[src/sv/ifb_pkg.sv]
// Shared types and constants of the IPv4 frame builder.
package ifb_pkg;

    // Fixed frame layout.
    localparam int unsigned HDR_BYTES    = 34;
    localparam int unsigned IP_HDR_BYTES = 20;
    localparam int unsigned SUM_W        = 20;

    // Command queue between the front and back ends.
    localparam int unsigned QUEUE_DEPTH = 4;
    localparam int unsigned QPTR_W      = $clog2(QUEUE_DEPTH);

    // Register indexes on the configuration port.
    localparam logic REG_OWN_IP  = 1'b0;
    localparam logic REG_OWN_MAC = 1'b1;

    // Header constants.
    localparam logic [7:0]  BCAST_BYTE   = 8'hFF;
    localparam logic [7:0]  ETHTYPE_HI   = 8'h08;
    localparam logic [7:0]  VER_IHL      = 8'h45;
    localparam logic [7:0]  TTL_VALUE    = 8'd64;
    localparam logic [15:0] VER_IHL_WORD = 16'h4500;
    localparam logic [15:0] TTL_WORD     = 16'h4000;
    localparam logic [31:0] OWN_IP_RESET = 32'd167772687;

    // Kinds of command handed from the front end to the back end.
    typedef enum logic [1:0] {
        CMD_HDR,
        CMD_DATA,
        CMD_ERR
    } cmd_kind_t;

    typedef struct packed {
        cmd_kind_t          kind;
        logic [7:0]         data;
        logic               last;
        logic [31:0]        dst;
        logic [7:0]         proto;
        logic [15:0]        ip_len;
        logic [SUM_W-1:0]   sum;
    } cmd_t;

    // One step of the ones' complement end-around fold.
    function automatic logic [SUM_W-1:0] fold_sum(input logic [SUM_W-1:0] s);
        fold_sum = {4'd0, s[15:0]} + {16'd0, s[SUM_W-1:16]};
    endfunction

endpackage

[src/sv/ifb_front.sv]
// Front end: accepts requests, checks the frame size and tracks the open frame.
module ifb_front
    import ifb_pkg::*;
#(
    parameter int unsigned BUFFER_BYTES = 2048
)
(
    input  logic        clk,
    input  logic        rst_n,
    input  logic        in_valid,
    output logic        in_ready,
    input  logic        action,
    input  logic [31:0] dst_addr,
    input  logic [7:0]  protocol,
    input  logic [15:0] payload_len,
    input  logic [7:0]  payload_byte,
    input  logic [31:0] own_ip,
    input  logic        q_full,
    output logic        q_push,
    output cmd_t        q_cmd
);

    logic [15:0] bytes_left_reg, bytes_left_next;
    logic        in_frame_reg, in_frame_next;
    logic        accept;
    logic [16:0] need_bytes;
    logic        oversize;
    logic [15:0] ip_len;

    assign in_ready = !q_full;
    assign accept   = in_valid && in_ready;

    // Size check without wrap, and the IPv4 total length.
    assign need_bytes = {1'b0, payload_len} + 17'(HDR_BYTES);
    assign oversize   = need_bytes > 17'(BUFFER_BYTES);
    assign ip_len     = payload_len + 16'(IP_HDR_BYTES);

    // Classify the request and build the command for the back end.
    always_comb
    begin
        bytes_left_next   = bytes_left_reg;
        in_frame_next     = in_frame_reg;
        q_push            = 1'b0;
        q_cmd.kind        = CMD_DATA;
        q_cmd.data        = payload_byte;
        q_cmd.last        = (bytes_left_reg == 16'd1);
        q_cmd.dst         = dst_addr;
        q_cmd.proto       = protocol;
        q_cmd.ip_len      = ip_len;
        // Unfolded header sum; the back end folds it while the header goes out.
        q_cmd.sum         = {4'd0, VER_IHL_WORD} + {4'd0, ip_len}
                          + {4'd0, TTL_WORD | {8'd0, protocol}}
                          + {4'd0, own_ip[31:16]} + {4'd0, own_ip[15:0]}
                          + {4'd0, dst_addr[31:16]} + {4'd0, dst_addr[15:0]};
        if (accept)
        begin
            if (action)
            begin
                if (in_frame_reg)
                begin
                    q_push          = 1'b1;
                    bytes_left_next = bytes_left_reg - 16'd1;
                    in_frame_next   = (bytes_left_reg != 16'd1);
                end
            end
            else
            begin
                q_push          = 1'b1;
                bytes_left_next = '0;
                in_frame_next   = 1'b0;
                if (oversize)
                begin
                    q_cmd.kind = CMD_ERR;
                    q_cmd.data = '0;
                    q_cmd.last = 1'b1;
                end
                else
                begin
                    q_cmd.kind = CMD_HDR;
                    q_cmd.last = (payload_len == 16'd0);
                    if (payload_len != 16'd0)
                    begin
                        bytes_left_next = payload_len;
                        in_frame_next   = 1'b1;
                    end
                end
            end
        end
    end

    // Frame tracking state.
    always_ff @(posedge clk or negedge rst_n)
    begin
        if (!rst_n)
        begin
            bytes_left_reg <= '0;
            in_frame_reg   <= 1'b0;
        end
        else
        begin
            bytes_left_reg <= bytes_left_next;
            in_frame_reg   <= in_frame_next;
        end
    end

endmodule

[src/sv/ifb_queue.sv]
// Short command queue between the front and back ends.
module ifb_queue
    import ifb_pkg::*;
(
    input  logic clk,
    input  logic rst_n,
    input  logic push,
    input  cmd_t push_cmd,
    output logic full,
    input  logic pop,
    output logic empty,
    output cmd_t head_cmd
);

    cmd_t                 entry_reg [QUEUE_DEPTH];
    logic [QPTR_W-1:0]    wr_ptr_reg, wr_ptr_next;
    logic [QPTR_W-1:0]    rd_ptr_reg, rd_ptr_next;
    logic [QPTR_W:0]      count_reg, count_next;
    logic                 do_push, do_pop;

    assign full     = (count_reg == (QPTR_W+1)'(QUEUE_DEPTH));
    assign empty    = (count_reg == '0);
    assign do_push  = push && !full;
    assign do_pop   = pop && !empty;
    assign head_cmd = entry_reg[rd_ptr_reg];

    // Pointer and fill count update.
    always_comb
    begin
        wr_ptr_next = do_push ? wr_ptr_reg + 1'b1 : wr_ptr_reg;
        rd_ptr_next = do_pop ? rd_ptr_reg + 1'b1 : rd_ptr_reg;
        count_next  = count_reg;
        if (do_push && !do_pop)
        begin
            count_next = count_reg + 1'b1;
        end
        else if (do_pop && !do_push)
        begin
            count_next = count_reg - 1'b1;
        end
    end

    always_ff @(posedge clk or negedge rst_n)
    begin
        if (!rst_n)
        begin
            wr_ptr_reg <= '0;
            rd_ptr_reg <= '0;
            count_reg  <= '0;
        end
        else
        begin
            wr_ptr_reg <= wr_ptr_next;
            rd_ptr_reg <= rd_ptr_next;
            count_reg  <= count_next;
        end
    end

    // Entry storage.
    always_ff @(posedge clk)
    begin
        if (do_push)
        begin
            entry_reg[wr_ptr_reg] <= push_cmd;
        end
    end

endmodule

[src/sv/ifb_back.sv]
// Back end: serialises headers, passes payload and drives the output register.
module ifb_back
    import ifb_pkg::*;
(
    input  logic        clk,
    input  logic        rst_n,
    input  logic        q_empty,
    input  cmd_t        q_head,
    output logic        q_pop,
    input  logic [31:0] own_ip,
    input  logic [47:0] own_mac,
    output logic        out_valid,
    input  logic        out_ready,
    output logic [7:0]  frame_byte,
    output logic        last,
    output logic        error
);

    localparam logic [5:0] CNT_LAST = 6'(HDR_BYTES - 1);

    logic             out_valid_reg, out_valid_next;
    logic [7:0]       byte_reg, byte_next;
    logic             last_reg, last_next;
    logic             error_reg, error_next;
    logic             busy_reg, busy_next;
    logic [5:0]       cnt_reg, cnt_next;
    cmd_t             hdr_reg;
    logic             load_hdr;
    logic [SUM_W-1:0] sum_reg, sum_next;
    logic [15:0]      csum;
    logic [7:0]       hdr_byte;
    logic             adv;

    assign adv  = !out_valid_reg || out_ready;
    assign csum = ~sum_reg[15:0];

    // Header byte selected by the position counter.
    always_comb
    begin
        unique case (cnt_reg)
            6'd0, 6'd1, 6'd2, 6'd3, 6'd4, 6'd5: hdr_byte = BCAST_BYTE;
            6'd6:  hdr_byte = own_mac[47:40];
            6'd7:  hdr_byte = own_mac[39:32];
            6'd8:  hdr_byte = own_mac[31:24];
            6'd9:  hdr_byte = own_mac[23:16];
            6'd10: hdr_byte = own_mac[15:8];
            6'd11: hdr_byte = own_mac[7:0];
            6'd12: hdr_byte = ETHTYPE_HI;
            6'd14: hdr_byte = VER_IHL;
            6'd16: hdr_byte = hdr_reg.ip_len[15:8];
            6'd17: hdr_byte = hdr_reg.ip_len[7:0];
            6'd22: hdr_byte = TTL_VALUE;
            6'd23: hdr_byte = hdr_reg.proto;
            6'd24: hdr_byte = csum[15:8];
            6'd25: hdr_byte = csum[7:0];
            6'd26: hdr_byte = own_ip[31:24];
            6'd27: hdr_byte = own_ip[23:16];
            6'd28: hdr_byte = own_ip[15:8];
            6'd29: hdr_byte = own_ip[7:0];
            6'd30: hdr_byte = hdr_reg.dst[31:24];
            6'd31: hdr_byte = hdr_reg.dst[23:16];
            6'd32: hdr_byte = hdr_reg.dst[15:8];
            6'd33: hdr_byte = hdr_reg.dst[7:0];
            default: hdr_byte = 8'h00;
        endcase
    end

    // Output sequencing: finish the header in progress, else take the next command.
    always_comb
    begin
        out_valid_next = out_valid_reg && !out_ready;
        byte_next      = byte_reg;
        last_next      = last_reg;
        error_next     = error_reg;
        busy_next      = busy_reg;
        cnt_next       = cnt_reg;
        q_pop          = 1'b0;
        load_hdr       = 1'b0;
        // The running sum folds on every header cycle; two folds settle it.
        sum_next       = busy_reg ? fold_sum(sum_reg) : sum_reg;
        if (adv)
        begin
            if (busy_reg)
            begin
                out_valid_next = 1'b1;
                byte_next      = hdr_byte;
                last_next      = (cnt_reg == CNT_LAST) && hdr_reg.last;
                error_next     = 1'b0;
                cnt_next       = cnt_reg + 6'd1;
                busy_next      = (cnt_reg != CNT_LAST);
            end
            else if (!q_empty)
            begin
                q_pop          = 1'b1;
                out_valid_next = 1'b1;
                last_next      = q_head.last;
                unique case (q_head.kind)
                    CMD_HDR:
                    begin
                        byte_next  = BCAST_BYTE;
                        last_next  = 1'b0;
                        error_next = 1'b0;
                        busy_next  = 1'b1;
                        cnt_next   = 6'd1;
                        load_hdr   = 1'b1;
                        sum_next   = q_head.sum;
                    end
                    CMD_ERR:
                    begin
                        byte_next  = 8'h00;
                        error_next = 1'b1;
                    end
                    default:
                    begin
                        byte_next  = q_head.data;
                        error_next = 1'b0;
                    end
                endcase
            end
        end
    end

    always_ff @(posedge clk or negedge rst_n)
    begin
        if (!rst_n)
        begin
            out_valid_reg <= 1'b0;
            busy_reg      <= 1'b0;
            cnt_reg       <= '0;
        end
        else
        begin
            out_valid_reg <= out_valid_next;
            busy_reg      <= busy_next;
            cnt_reg       <= cnt_next;
        end
    end

    // Payload registers of the output and of the header in progress.
    always_ff @(posedge clk)
    begin
        byte_reg  <= byte_next;
        last_reg  <= last_next;
        error_reg <= error_next;
        sum_reg   <= sum_next;
        if (load_hdr)
        begin
            hdr_reg <= q_head;
        end
    end

    assign out_valid  = out_valid_reg;
    assign frame_byte = byte_reg;
    assign last       = last_reg;
    assign error      = error_reg;

endmodule

[src/sv/ipv4_frame_builder.sv]
// Latency: a request passes through the command queue into the output register
// when the queue is empty and no header is being sent; a header then streams
// out at one byte per cycle while out_ready holds.
// Throughput: one payload byte per cycle while neither side stalls; a good start
// request yields a 34-byte header from the single header serialiser in the back end.
// Reset: rst_n clears the queue, the frame state and the output valid at once;
// own_ip returns to 10.0.2.15 and own_mac to zero.
module ipv4_frame_builder
    import ifb_pkg::*;
#(
    parameter int unsigned BUFFER_BYTES = 2048
)
(
    input  logic        clk,
    input  logic        rst_n,
    input  logic        psel,
    input  logic        penable,
    input  logic        pwrite,
    input  logic [3:0]  paddr,
    input  logic [63:0] pwdata,
    output logic [63:0] prdata,
    output logic        pready,
    input  logic        in_valid,
    output logic        in_ready,
    input  logic        action,
    input  logic [31:0] dst_addr,
    input  logic [7:0]  protocol,
    input  logic [15:0] payload_len,
    input  logic [7:0]  payload_byte,
    output logic        out_valid,
    input  logic        out_ready,
    output logic [7:0]  frame_byte,
    output logic        last,
    output logic        error
);

    logic [31:0] own_ip_reg;
    logic [47:0] own_mac_reg;
    logic        cfg_write;
    logic        q_full, q_push, q_pop, q_empty;
    cmd_t        q_cmd, q_head;

    // Configuration registers, eight bytes apart.
    assign pready    = 1'b1;
    assign cfg_write = psel && penable && pwrite;

    always_ff @(posedge clk or negedge rst_n)
    begin
        if (!rst_n)
        begin
            own_ip_reg  <= OWN_IP_RESET;
            own_mac_reg <= '0;
        end
        else if (cfg_write)
        begin
            unique case (paddr[3])
                REG_OWN_IP:  own_ip_reg  <= pwdata[31:0];
                REG_OWN_MAC: own_mac_reg <= pwdata[47:0];
                default:     own_ip_reg  <= own_ip_reg;
            endcase
        end
    end

    // Register read-back.
    always_comb
    begin
        unique case (paddr[3])
            REG_OWN_IP:  prdata = {32'd0, own_ip_reg};
            REG_OWN_MAC: prdata = {16'd0, own_mac_reg};
            default:     prdata = '0;
        endcase
    end

    ifb_front #(
        .BUFFER_BYTES (BUFFER_BYTES)
    ) u_front (
        .clk          (clk),
        .rst_n        (rst_n),
        .in_valid     (in_valid),
        .in_ready     (in_ready),
        .action       (action),
        .dst_addr     (dst_addr),
        .protocol     (protocol),
        .payload_len  (payload_len),
        .payload_byte (payload_byte),
        .own_ip       (own_ip_reg),
        .q_full       (q_full),
        .q_push       (q_push),
        .q_cmd        (q_cmd)
    );

    ifb_queue u_queue (
        .clk      (clk),
        .rst_n    (rst_n),
        .push     (q_push),
        .push_cmd (q_cmd),
        .full     (q_full),
        .pop      (q_pop),
        .empty    (q_empty),
        .head_cmd (q_head)
    );

    ifb_back u_back (
        .clk        (clk),
        .rst_n      (rst_n),
        .q_empty    (q_empty),
        .q_head     (q_head),
        .q_pop      (q_pop),
        .own_ip     (own_ip_reg),
        .own_mac    (own_mac_reg),
        .out_valid  (out_valid),
        .out_ready  (out_ready),
        .frame_byte (frame_byte),
        .last       (last),
        .error      (error)
    );

endmodule

[config.mk]
export PLATFORM = sky130hd
export DESIGN_NAME = ipv4_frame_builder
export DESIGN_NICKNAME = d
export VERILOG_FILES = /design/src/sv/ifb_pkg.sv /design/src/sv/ifb_front.sv /design/src/sv/ifb_queue.sv /design/src/sv/ifb_back.sv /design/src/sv/ipv4_frame_builder.sv
export SDC_FILE = /design/constraint.sdc
export NUM_CORES = 1
export LEC_CHECK = 0
export ABC_AREA = 1
export BUFFER_PORTS_ARGS = -buffer_cell sky130_fd_sc_hd__clkbuf_2
export CORE_MARGIN = 2
export CORE_UTILIZATION = 60
export DETAILED_ROUTE_END_ITERATION = 12
export HOLD_SLACK_MARGIN = 0.02
export PLACE_DENSITY_LB_ADDON = 0.12
export SLEW_MARGIN = 20
export SYNTH_ARGS = -nofsm -noshare
export SYNTH_HDL_FRONTEND = slang
export SYNTH_SLANG_ARGS = --single-unit
[constraint.sdc]
create_clock -name clk -period 11.3 [get_ports clk]
set_input_delay 3.39 -clock clk [delete_from_list [all_inputs] [get_ports clk]]
set_output_delay 3.39 -clock clk [all_outputs]
set_load 0.005 [all_outputs]
==> metrics, run 1 <==
Iteration-0 DRC Markers 2145; CP Capture Type output pin; global-route wire length before repair around 110000 um; crit-path max cell delay around 0.47 ns; DP HPWL about 50000 um; area grow syn2layout 12.2%; synth warn 0; slowest CP cell buf_4; grt ovf 0; Req. time, crit path 7.91 ns; GP Congestion 0.942; crit path max fanout 44; Seq/Total Area, Yosys 0.599; Rows 76; unrepaired setup endpoints after global routing false; Final #Nets slightly below 3000; Mean Syn Cell Area 10.4 um2; CP startpoint paddr[3]; Final Util 0.680; leading cell type in the layout, fill and taps excluded nand2_1; Total Wirelength around 70000 um; Setup Skew 0.0258 ns; number of hold buffers added after CTS 0; R2R setup slack 6.71 ns; Synth Register Bits 543; GR peak layer met2; Power Density between 200 and 300 nW/um2; RR Endpoint u_queue.entry_reg[1][12]; core region area around 43000 um2; Vias/cell 5.80; Fmax 120 MHz; Max Cap Violations 0; DP Area ~27000 um2; Fill cells 3311; most frequent cells in the layout nand2_1 (435), edfxtp_1 (411), o21ai_0 (295); CP Buf/Inv Count 4; run status completed; total CTS buffers 54; Die W between 200 and 250 um; R2R Path Start own_ip_reg[1]; DIE AREA between 40000 and 50000 um2; fin crit period roughly 8.3 ns; total global-route track usage 0.316; most used flip-flop cell after synthesis edfxtp_1; Post-synth EDFFs a little over 400; DRT antenna net count 0; met2 usage 0.491; H-tree depth 2; post-CTS setup buffer count 0; met3 GRT Util 0.0567; TNS Setup 0 ns; die height between 200 and 250 um; largest net degree at the start of global routing 100; met1 Use GR 0.455; R2R cell count 15; Most common cell on crit path clkbuf_2; via count around 19000; clock-pin slew on the worst setup and hold paths 0.07 ns; Final Instance Area 29100 um2; Post-Syn Instances 2493; Initial Utilization 0.606; layout cells sized above 1 0.134; Power Total 7.61 mW; vias in the first global route 17988; CP Capture Point prdata[29]; initial antenna violation count 1; DR WL/cell roughly 21 um; Min Hold Slack ~0.46 ns; worst-case clock buffer depth 3; asr flop ratio synth 0.206; cell family with most CP delay buffers and inverters; Netlist cell types 61; Fin. Hold Viols 0; Slew headroom 0.295; CP arrival roughly 4.9 ns; kind of critical path in2out; critical path cell sequence clkbuf_2, buf_4, inv_1, o21ai_0, clkbuf_2; number of remaining DRC errors 0; max-slew violations 0; max FFs per register 344; io pins 217; Final Setup Violations 0; Hold Path Class reg2reg; synthesized cell area between 20000 and 30000 um2; CTS tree done; CTS sink count roughly 540; Stages on worst setup path 5; CTS root buf clkbuf_16; Initial DRT Pass Iterations 6; actual slew at the worst max-slew pin between 1 and 1.5 ns; Tcrit/Tclk final 0.737; Peak VDD IR 173 uV; Pleak ~12 nW; PortBufs 180; post-cts sizing count 0; Critical Path Source Type input pin; clk_lat worst skew 0.61 ns
[through the flow]
stage	worst slack, ns	std cells
after floorplan	2.91	2508
after global placement	2.70	3176
after detailed placement	2.49	3176
after CTS	3.02	3277
after global routing	2.72	3278
final	2.97	3278
[worst register-to-register path: cells and delay by family (launching register included)]
kind	cells	cell delay (ns)
adder cells (fa/ha/maj)	5	1.97
XOR/XNOR	1	0.34
flip-flops	1	0.53
buffers and inverters	5	0.35
AO/OA/AOI/OAI	4	1.16
[cell type report]
class	count	area, um2	share of cell area
Sequential cell	543	15600	0.534
Timing Repair Buffer	198	1040	0.0356
Tap cell	585	732	0.0251
Inverter	297	1120	0.0383
Antenna cell	1	2.50	0.0000859
Clock inverter	30	417	0.0143
Multi-Input combinational cell	1553	8820	0.303
Clock buffer	71	1460	0.0500
[synth_stat cells (all sizes together), types with 3 or more instances]
| library cell | count | area (um2) |
|---|---|---|
| dfrtp | 105 | 2630 |
| nand3 | 64 | 330 |
| mux2 | 16 | 180 |
| or2 | 7 | 43.8 |
| nand2 | 442 | 1670 |
| o22ai | 86 | 538 |
| nor2 | 282 | 1110 |
| xor2 | 38 | 340 |
| xnor2 | 10 | 87.6 |
| a31oi | 5 | 31.3 |
| edfxtp | 411 | 12300 |
| o2bb2ai | 4 | 35.0 |
| nor3 | 22 | 135 |
| buf | 49 | 322 |
| nand3b | 3 | 22.5 |
| o21ai | 296 | 1480 |
| fa | 58 | 1160 |
| nor4 | 3 | 25.0 |
| dfstp | 7 | 184 |
| clkbuf | 66 | 249 |
| a221oi | 9 | 78.8 |
| o211ai | 3 | 22.5 |
| o2111ai | 3 | 26.3 |
| ha | 45 | 563 |
| a22o | 3 | 26.3 |
| a21oi | 76 | 399 |
| o31ai | 4 | 30.0 |
| inv | 296 | 1110 |
| dfxtp | 20 | 400 |
| nand4 | 39 | 244 |
[power by group]
part           switching [mW]  total, mW  internal (mW)
clock network           0.767       1.89           1.12
registers               0.232       3.05           2.81
logic                    1.84       2.68          0.838
[logic make-up after synthesis]
| logic type | synth area share |
|---|---|
| mux | 0.00732 |
| flops | 0.599 |
| simple gates | 0.139 |
| compound gates | 0.107 |
| buf+inv | 0.0649 |
| xor+xnor | 0.0165 |
| fa+ha+maj | 0.0664 |
| other cells | 0.000289 |
[worst min-delay path by stage]
stage | cells after the start | end | slack, ns | start
final | 2 | u_back.sum_reg[19] | 0.46 | u_back.sum_reg[19]
after detailed placement | 2 | u_back.sum_reg[19] | 0.44 | u_back.sum_reg[19]
after global placement | 2 | u_back.sum_reg[19] | 0.43 | u_back.sum_reg[19]
after CTS | 2 | u_back.sum_reg[19] | 0.45 | u_back.sum_reg[19]
after floorplan | 2 | u_back.sum_reg[19] | 0.42 | u_back.sum_reg[19]
after global routing | 2 | u_back.sum_reg[19] | 0.48 | u_back.sum_reg[19]
[per-layer routing]
metal  share of wire  wire [um]
met5               0          0
met2            0.46      32000
met1            0.41      29100
met4           0.033       2300
met3           0.096       6700
No activity file was read; power rests on OpenSTA's default activity.
==> run 2, diff against run 1 <==
--- a/config.mk
+++ b/config.mk
@@ -5,7 +5,7 @@
 export SDC_FILE = /design/constraint.sdc
 export NUM_CORES = 1
 export LEC_CHECK = 0
-export ABC_AREA = 1
+export ABC_AREA = 0
 export BUFFER_PORTS_ARGS = -buffer_cell sky130_fd_sc_hd__clkbuf_2
 export CORE_MARGIN = 2
 export CORE_UTILIZATION = 60
==> constraint.sdc (replaced) <==
create_clock -name clk -period 7.9 [get_ports clk]
set_input_delay 2.37 -clock clk [delete_from_list [all_inputs] [get_ports clk]]
set_output_delay 2.37 -clock clk [all_outputs]
set_load 0.005 [all_outputs]
==> run 2 against run 1 <==
Compared with the run above: synthesized cell count is 34% lower; clock power is 39% higher; setup slack worse by 2.5 ns; via count is 19% lower; power is 35% higher; core utilization is 1.5 points higher; register-to-register slack worse by 3.5 ns; sequential share of layout area is 1.3 points higher; clock skew is 0.0059 ns lower; count of clock-buffer cells in the layout is 3 higher; flip-flop and latch count stayed put; routed wire length is 4.2% lower.
==> metrics, run 2 <==
Reg power frac 0.428 (+0.028); Clock power frac 0.256 (+0.008); clk_lat worst skew 0.61 ns (about the same); most frequent cell after synthesis edfxtp_1; Vias/cell 6.36 (+9.5%); Pleak 10.6 nW (-12%); CTS tree done; global-route wire length before repair 99400 um (-5.6%); Mean Syn Cell Area 15.3 um2 (+47%); unrepaired setup endpoints after global routing false; post-CTS setup buffer count 0 (unchanged); TNS Setup 0 ns (unchanged); Tcrit/Tclk final 0.935; Seq/Total Area, Yosys 0.620 (+0.0208); crit path max fanout 7 (-84%); max FFs per register 344 (unchanged); vias in the first global route 15187 (-16%); Rows 74 (-2.6%); actual slew at the worst max-slew pin 1.20 ns (+0.146 ns); Total Wirelength 67200 um (-4.2%); Req. time, crit path 8.31 ns (+0.40 ns); most used flip-flop cell after synthesis edfxtp_1; leading cell type in the layout, fill and taps excluded edfxtp_1; DIE AREA 43500 um2 (-3.3%); GP Congestion 0.949 (+0.75%); largest net degree at the start of global routing 64 (-36%); max-slew violations 0 (unchanged); commonest cells in the netlist edfxtp_1 (411), mux2_2 (112), dfrtp_1 (105); DRT antenna net count 0 (unchanged); number of remaining DRC errors 0 (unchanged); Post-Syn Instances 1641 (-34%); slowest CP cell or4_1; Iteration-0 DRC Markers 1691 (-21%); Initial Utilization 0.612 (+0.00631); CP arrival 7.79 ns (+2.85 ns); worst-case clock buffer depth 3 (unchanged); Initial DRT Pass Iterations 5 (-1); synth top area cells edfxtp_1 (49%), dfrtp_1 (10%), mux4_2 (7.7%); Sw Pwr 3.41 mW (+20%); area grow syn2layout 13.5%; Peak VDD IR 247 uV (+43%); Min Hold Slack 0.485 ns (+0.0289 ns); Final Instance Area 28500 um2 (-2.3%); Power Total 10.2 mW (+35%); number of hold buffers added after CTS 0 (unchanged); Slew headroom 0.195 (-0.100); core region area 41000 um2 (-4.4%); placed cells 2319 (-27%); Final Setup Violations 0 (unchanged); Final #Nets 2087 (-28%); Hold Path Class reg2reg; Netlist cell types 77 (+26%); Fmax 135 MHz; total CTS buffers 55 (+1.9%); Post-synth EDFFs 411 (unchanged); CTS root buf clkbuf_16; area leader, netlist edfxtp_1; Power Density 360 nW/um2 (+38%); crit-path max cell delay 0.45 ns (-0.02 ns); Gate power share 0.316 (-0.036); most frequent cells in the layout edfxtp_1 (411), clkbuf_2 (179), mux2_2 (112); layout cells sized above 1 0.286 (+0.152); DP HPWL 46700 um (-4.1%); Yosys top cell area share 0.492 (+0.0165); Critical Path Source Type input pin; Synth Register Bits 543 (unchanged); post-cts sizing count 0 (unchanged); H-tree depth 2 (unchanged); fin crit period about 7.4 ns; Max Cap Violations 0 (unchanged); critical path cell sequence clkbuf_2, ha_1, o2111ai_1, xnor2_1, inv_1, ha_1, or2_2, nand2_1, fa_1, inv_1, fa_1, inv_1, fa_1, ha_1, a21o_1, a221o_1, a31oi_1, o21ai_0, or4_1, nand3_1; Die W 209 um (-1.7%); clock-pin slew on the worst setup and hold paths 0.06 ns (about the same); die height 209 um (-1.7%); asr flop ratio synth 0.206 (unchanged); Internal 6.83 mW (+43%); CP Capture Type flip-flop; Setup Skew 0.0198 ns (-0.00591 ns); DP Area 26600 um2 (-2.3%); DR WL/cell 27.7 um (+30%); CTS sink count 543 (unchanged); PortBufs 180 (unchanged); synthesized cell area 25100 um2 (-3.4%); Fin. Hold Viols 0 (unchanged); via count 15406 (-19%); initial antenna violation count 7 (+6); synth warn 0 (unchanged); total global-route track usage 0.316 (about the same); io pins 217 (unchanged); kind of critical path in2reg; switch share 0.333 (-0.0405); run status completed; grt ovf 0 (unchanged); Layout Cells excl Fill 2424 (-26%)
[run 2: cell types whose count changed after synthesis, moves of 14 or more]
cell,change
and2_1,+33
nor2_1,-211
inv_1,-192
mux2_2,+96
a21oi_1,-39
xnor2_1,+14
mux4_2,+86
nand2_1,-361
clkbuf_1,-18
o21ai_0,-251
a22oi_1,+48
nand3_1,-38
o22ai_1,-82
nand4_1,-25
[run 2: cells by family (layout without fill, tap and decap cells)]
group                    count (synthesis)  in the layout  share of synthesized area
other                                    2             19                   0.000299
buffers and inverters                  184            418                     0.0313
flip-flops                             543            543                      0.620
AO/OA/AOI/OAI                          237            237                     0.0659
AND/OR/NAND/NOR                        314            314                     0.0653
adder cells (fa/ha/maj)                103            103                     0.0687
multiplexers                           206            206                      0.131
XOR/XNOR                                52             52                     0.0181
[run 2: worst paths after layout]
path                                     from                  endpoint  slack (ns)  depth (start not counted)
hold reg to reg            u_back.sum_reg[19]        u_back.sum_reg[19]        0.49                          1
setup / recovery               payload_len[3]  u_queue.entry_reg[2][17]        0.51                         20
setup reg to reg                own_ip_reg[1]  u_queue.entry_reg[0][18]        3.26                         16
min in group asynchronous               rst_n          u_back.out_valid        1.85                          1
hold / removal             u_back.sum_reg[19]        u_back.sum_reg[19]        0.49                          1
max in group asynchronous               rst_n           own_mac_reg[11]        4.70                          2
[run 2: cell type report]
| type | instances | area (um2) |
|---|---|---|
| Antenna cell | 2 | 5.00 |
| Timing Repair Buffer | 218 | 1190 |
| Inverter | 97 | 364 |
| Clock buffer | 74 | 1570 |
| Sequential cell | 543 | 15600 |
| Multi-Input combinational cell | 929 | 8860 |
| Fill cell | 2787 | 12500 |
| Clock inverter | 29 | 267 |
| Tap cell | 532 | 666 |
[run 2: per-layer routing]
| metal | up-vias | wire length, um | global-route usage |
|---|---|---|---|
| li1 | 6632 | - | - |
| met1 | 7923 | 28000 | 0.466 |
| met2 | 732 | 31500 | 0.486 |
| met3 | 115 | 5660 | 0.0568 |
| met4 | 4 | 1950 | 0.0965 |
| met5 | - | 27 | 0 |
[run 2: power by group through the flow]
| stage | Combinational [mW] | Sequential (mW) | Clock (mW) |
|---|---|---|---|
| after floorplan | 2.24 | 4.24 | 0 |
| after global placement | 3.11 | 4.40 | 0 |
| after detailed placement | 3.20 | 4.43 | 0 |
| after CTS | 3.23 | 4.38 | 2.65 |
| after global routing | 3.55 | 4.43 | 2.76 |
| final | 3.24 | 4.39 | 2.62 |
[run 2: metrics by stage]
step	worst slack, ns	utilization
floorplan	0.747	-
finish	0.514	0.694
detailed placement	-0.0226	0.649
CTS	0.589	0.694
global route	0.228	0.694
global placement	0.0231	0.649
[run 2: worst max-delay path, delay by kind of cell]
kind	cells	cell delay, ns
compound gates	5	1.23
buf+inv	4	0.53
simple gates	4	1.08
fa+ha+maj	6	2.18
xor+xnor	1	0.39
==> run 3, diff against run 2 <==
--- a/config.mk
+++ b/config.mk
@@ -12,6 +12,7 @@
 export DETAILED_ROUTE_END_ITERATION = 12
 export HOLD_SLACK_MARGIN = 0.02
 export PLACE_DENSITY_LB_ADDON = 0.12
+export RECOVER_POWER = 25
 export SLEW_MARGIN = 20
 export SYNTH_ARGS = -nofsm -noshare
 export SYNTH_HDL_FRONTEND = slang
==> run 3 against run 2 <==
Compared with the run above: the flow now finishes with violations (capacitance limit, slew limit); die area unchanged; cell area down 0.28%; first-iteration DRC count decreased by 4.8%; clock power about the same; setup slack better by 0.016 ns; core utilization shrank 0.20 points; maximum frequency up 0.22%; sequential power about the same; hold slack hardly changed; largest power group unchanged.
==> metrics, run 3 (same netlist as run 2, synthesis figures left out) <==
crit path max fanout 7 (unchanged); TNS Setup 0 ns (unchanged); clock-pin slew on the worst setup and hold paths 0.06 ns (about the same); io pins 217 (unchanged); GP Congestion 0.949 (unchanged); Sequential Area 15600 um2 (about the same); vias in the first global route 15187 (unchanged); Initial DRT Pass Iterations 7 (+2); DIE AREA 43500 um2 (unchanged); largest net degree at the start of global routing 64 (unchanged); core region area 41000 um2 (unchanged); CP Capture Type flip-flop; DP Area 26600 um2 (unchanged); via count 15392 (-0.091%); Fmax 136 MHz (+0.22%); Power Total 10.2 mW (about the same); DP HPWL 46700 um (unchanged); GR peak layer met2; post-CTS setup buffer count 0 (unchanged); Fin. Hold Viols 0 (unchanged); Total Wirelength 67200 um (about the same); kind of critical path in2reg; Fill cells 2818 (+1.1%); Critical Path Source Type input pin; unrepaired setup endpoints after global routing false; Multi-input gate area 8860 um2 (unchanged); total global-route track usage 0.316 (unchanged); actual slew at the worst max-slew pin 3.23 ns (+2.02 ns); post-cts sizing count 0 (unchanged); CTS root buf clkbuf_16; max FFs per register 344 (unchanged); total CTS buffers 55 (unchanged); slowest CP cell or4_1; met3 GRT Util 0.0568 (unchanged); Final Instance Area 28400 um2 (-0.28%); leading cell type in the layout, fill and taps excluded edfxtp_1; Min Hold Slack 0.485 ns (-0.000226 ns); number of hold buffers added after CTS 0 (unchanged); most frequent cells in the layout edfxtp_1 (411), clkbuf_2 (135), mux2_2 (112); Vias/cell 6.35 (about the same); met2 usage 0.486 (unchanged); Req. time, crit path 8.31 ns (about the same); CTS sink count 543 (unchanged); fin crit period 7.37 ns (-0.0159 ns); grt ovf 0 (unchanged); CP arrival 7.78 ns (about the same); H-tree depth 2 (unchanged); Iteration-0 DRC Markers 1609 (-4.8%); DR WL/cell 27.7 um (+0.11%); Power Density 361 nW/um2 (+0.34%); Max Cap Violations 3 (+3); run status finished, violations left; area grow syn2layout 13.2%; Setup Skew 0.0144 ns (-0.00549 ns); Peak VDD IR 247 uV (about the same); CTS tree done; critical path cell sequence clkbuf_2, ha_1, o2111ai_1, xnor2_1, inv_1, ha_1, or2_2, nand2_1, fa_1, inv_1, fa_1, inv_1, fa_1, ha_1, a21o_1, a221o_1, a31oi_1, o21ai_0, or4_1, nand3_1; Hold Path Class reg2reg; crit-path max cell delay 0.44 ns (about the same); global-route wire length before repair 99400 um (unchanged); Initial Utilization 0.612 (unchanged); Final Util 0.692 (-0.00195); PortBufs 180 (unchanged); Pleak 10.5 nW (-1.4%); Final #Nets 2087 (unchanged); Rows 74 (unchanged); CP Buf/Inv Count 4 (unchanged); clk_lat worst skew 0.60 ns (about the same); Die W 209 um (unchanged); met1 Use GR 0.466 (unchanged); Final Setup Violations 0 (unchanged); layout cells sized above 1 0.259 (-0.0265); DRT antenna net count 0 (unchanged); worst-case clock buffer depth 3 (unchanged); Tcrit/Tclk final 0.933 (-0.00201); max-slew violations 142 (+142); Slew headroom -1.15 (-1.35); failing checks capacitance limit, slew limit; die height 209 um (unchanged); number of remaining DRC errors 0 (unchanged); cell family with most CP delay adder cells; initial antenna violation count 6 (-1)
## run 3: through the flow
stage          setup slack, ns  instances
5_1_grt                  0.231       2423
3_5_place_dp           -0.0226       2319
3_3_place_gp            0.0231       2319
2_1_floorplan            0.747       1656
6_report                 0.530       2423
4_1_cts                  0.589       2422
## run 3: path summary, 6_finish.rpt
kind	startpoint	to	slack [ns]	cells past startpoint
setup / recovery	payload_len[3]	u_queue.entry_reg[2][17]	0.53	20
hold / removal	u_back.sum_reg[19]	u_back.sum_reg[19]	0.49	1
setup reg to reg	u_queue.rd_ptr_reg[0]	u_back.sum_reg[7]	2.85	5
hold reg to reg	u_back.sum_reg[19]	u_back.sum_reg[19]	0.49	1
max in group asynchronous	rst_n	u_queue.rd_ptr_reg[1]	2.81	1
min in group asynchronous	rst_n	u_back.out_valid	2.84	1
## run 3: layer usage
layer | share of wire | wire, um
met1 | 0.42 | 28000
met2 | 0.47 | 31600
met3 | 0.083 | 5590
met4 | 0.029 | 1980
met5 | 0.00042 | 28
## run 3: final cells by class
class                   instances  share of cell area
diodes                          1           0.0000881
clock buffers                  74              0.0553
clock inverters                29             0.00938
inverters                      97              0.0128
multi-input cells             929               0.312
flip-flops and latches        543               0.548
well taps                     532              0.0234
repair buffers                218              0.0393
## run 3: where the power goes
| part | switching (mW) | leakage [nW] | internal [mW] | total [mW] |
|---|---|---|---|---|
| logic | 1.94 | 4.36 | 1.30 | 3.24 |
| registers | 0.375 | 5.21 | 4.01 | 4.38 |
| clock network | 1.09 | 0.896 | 1.53 | 2.62 |
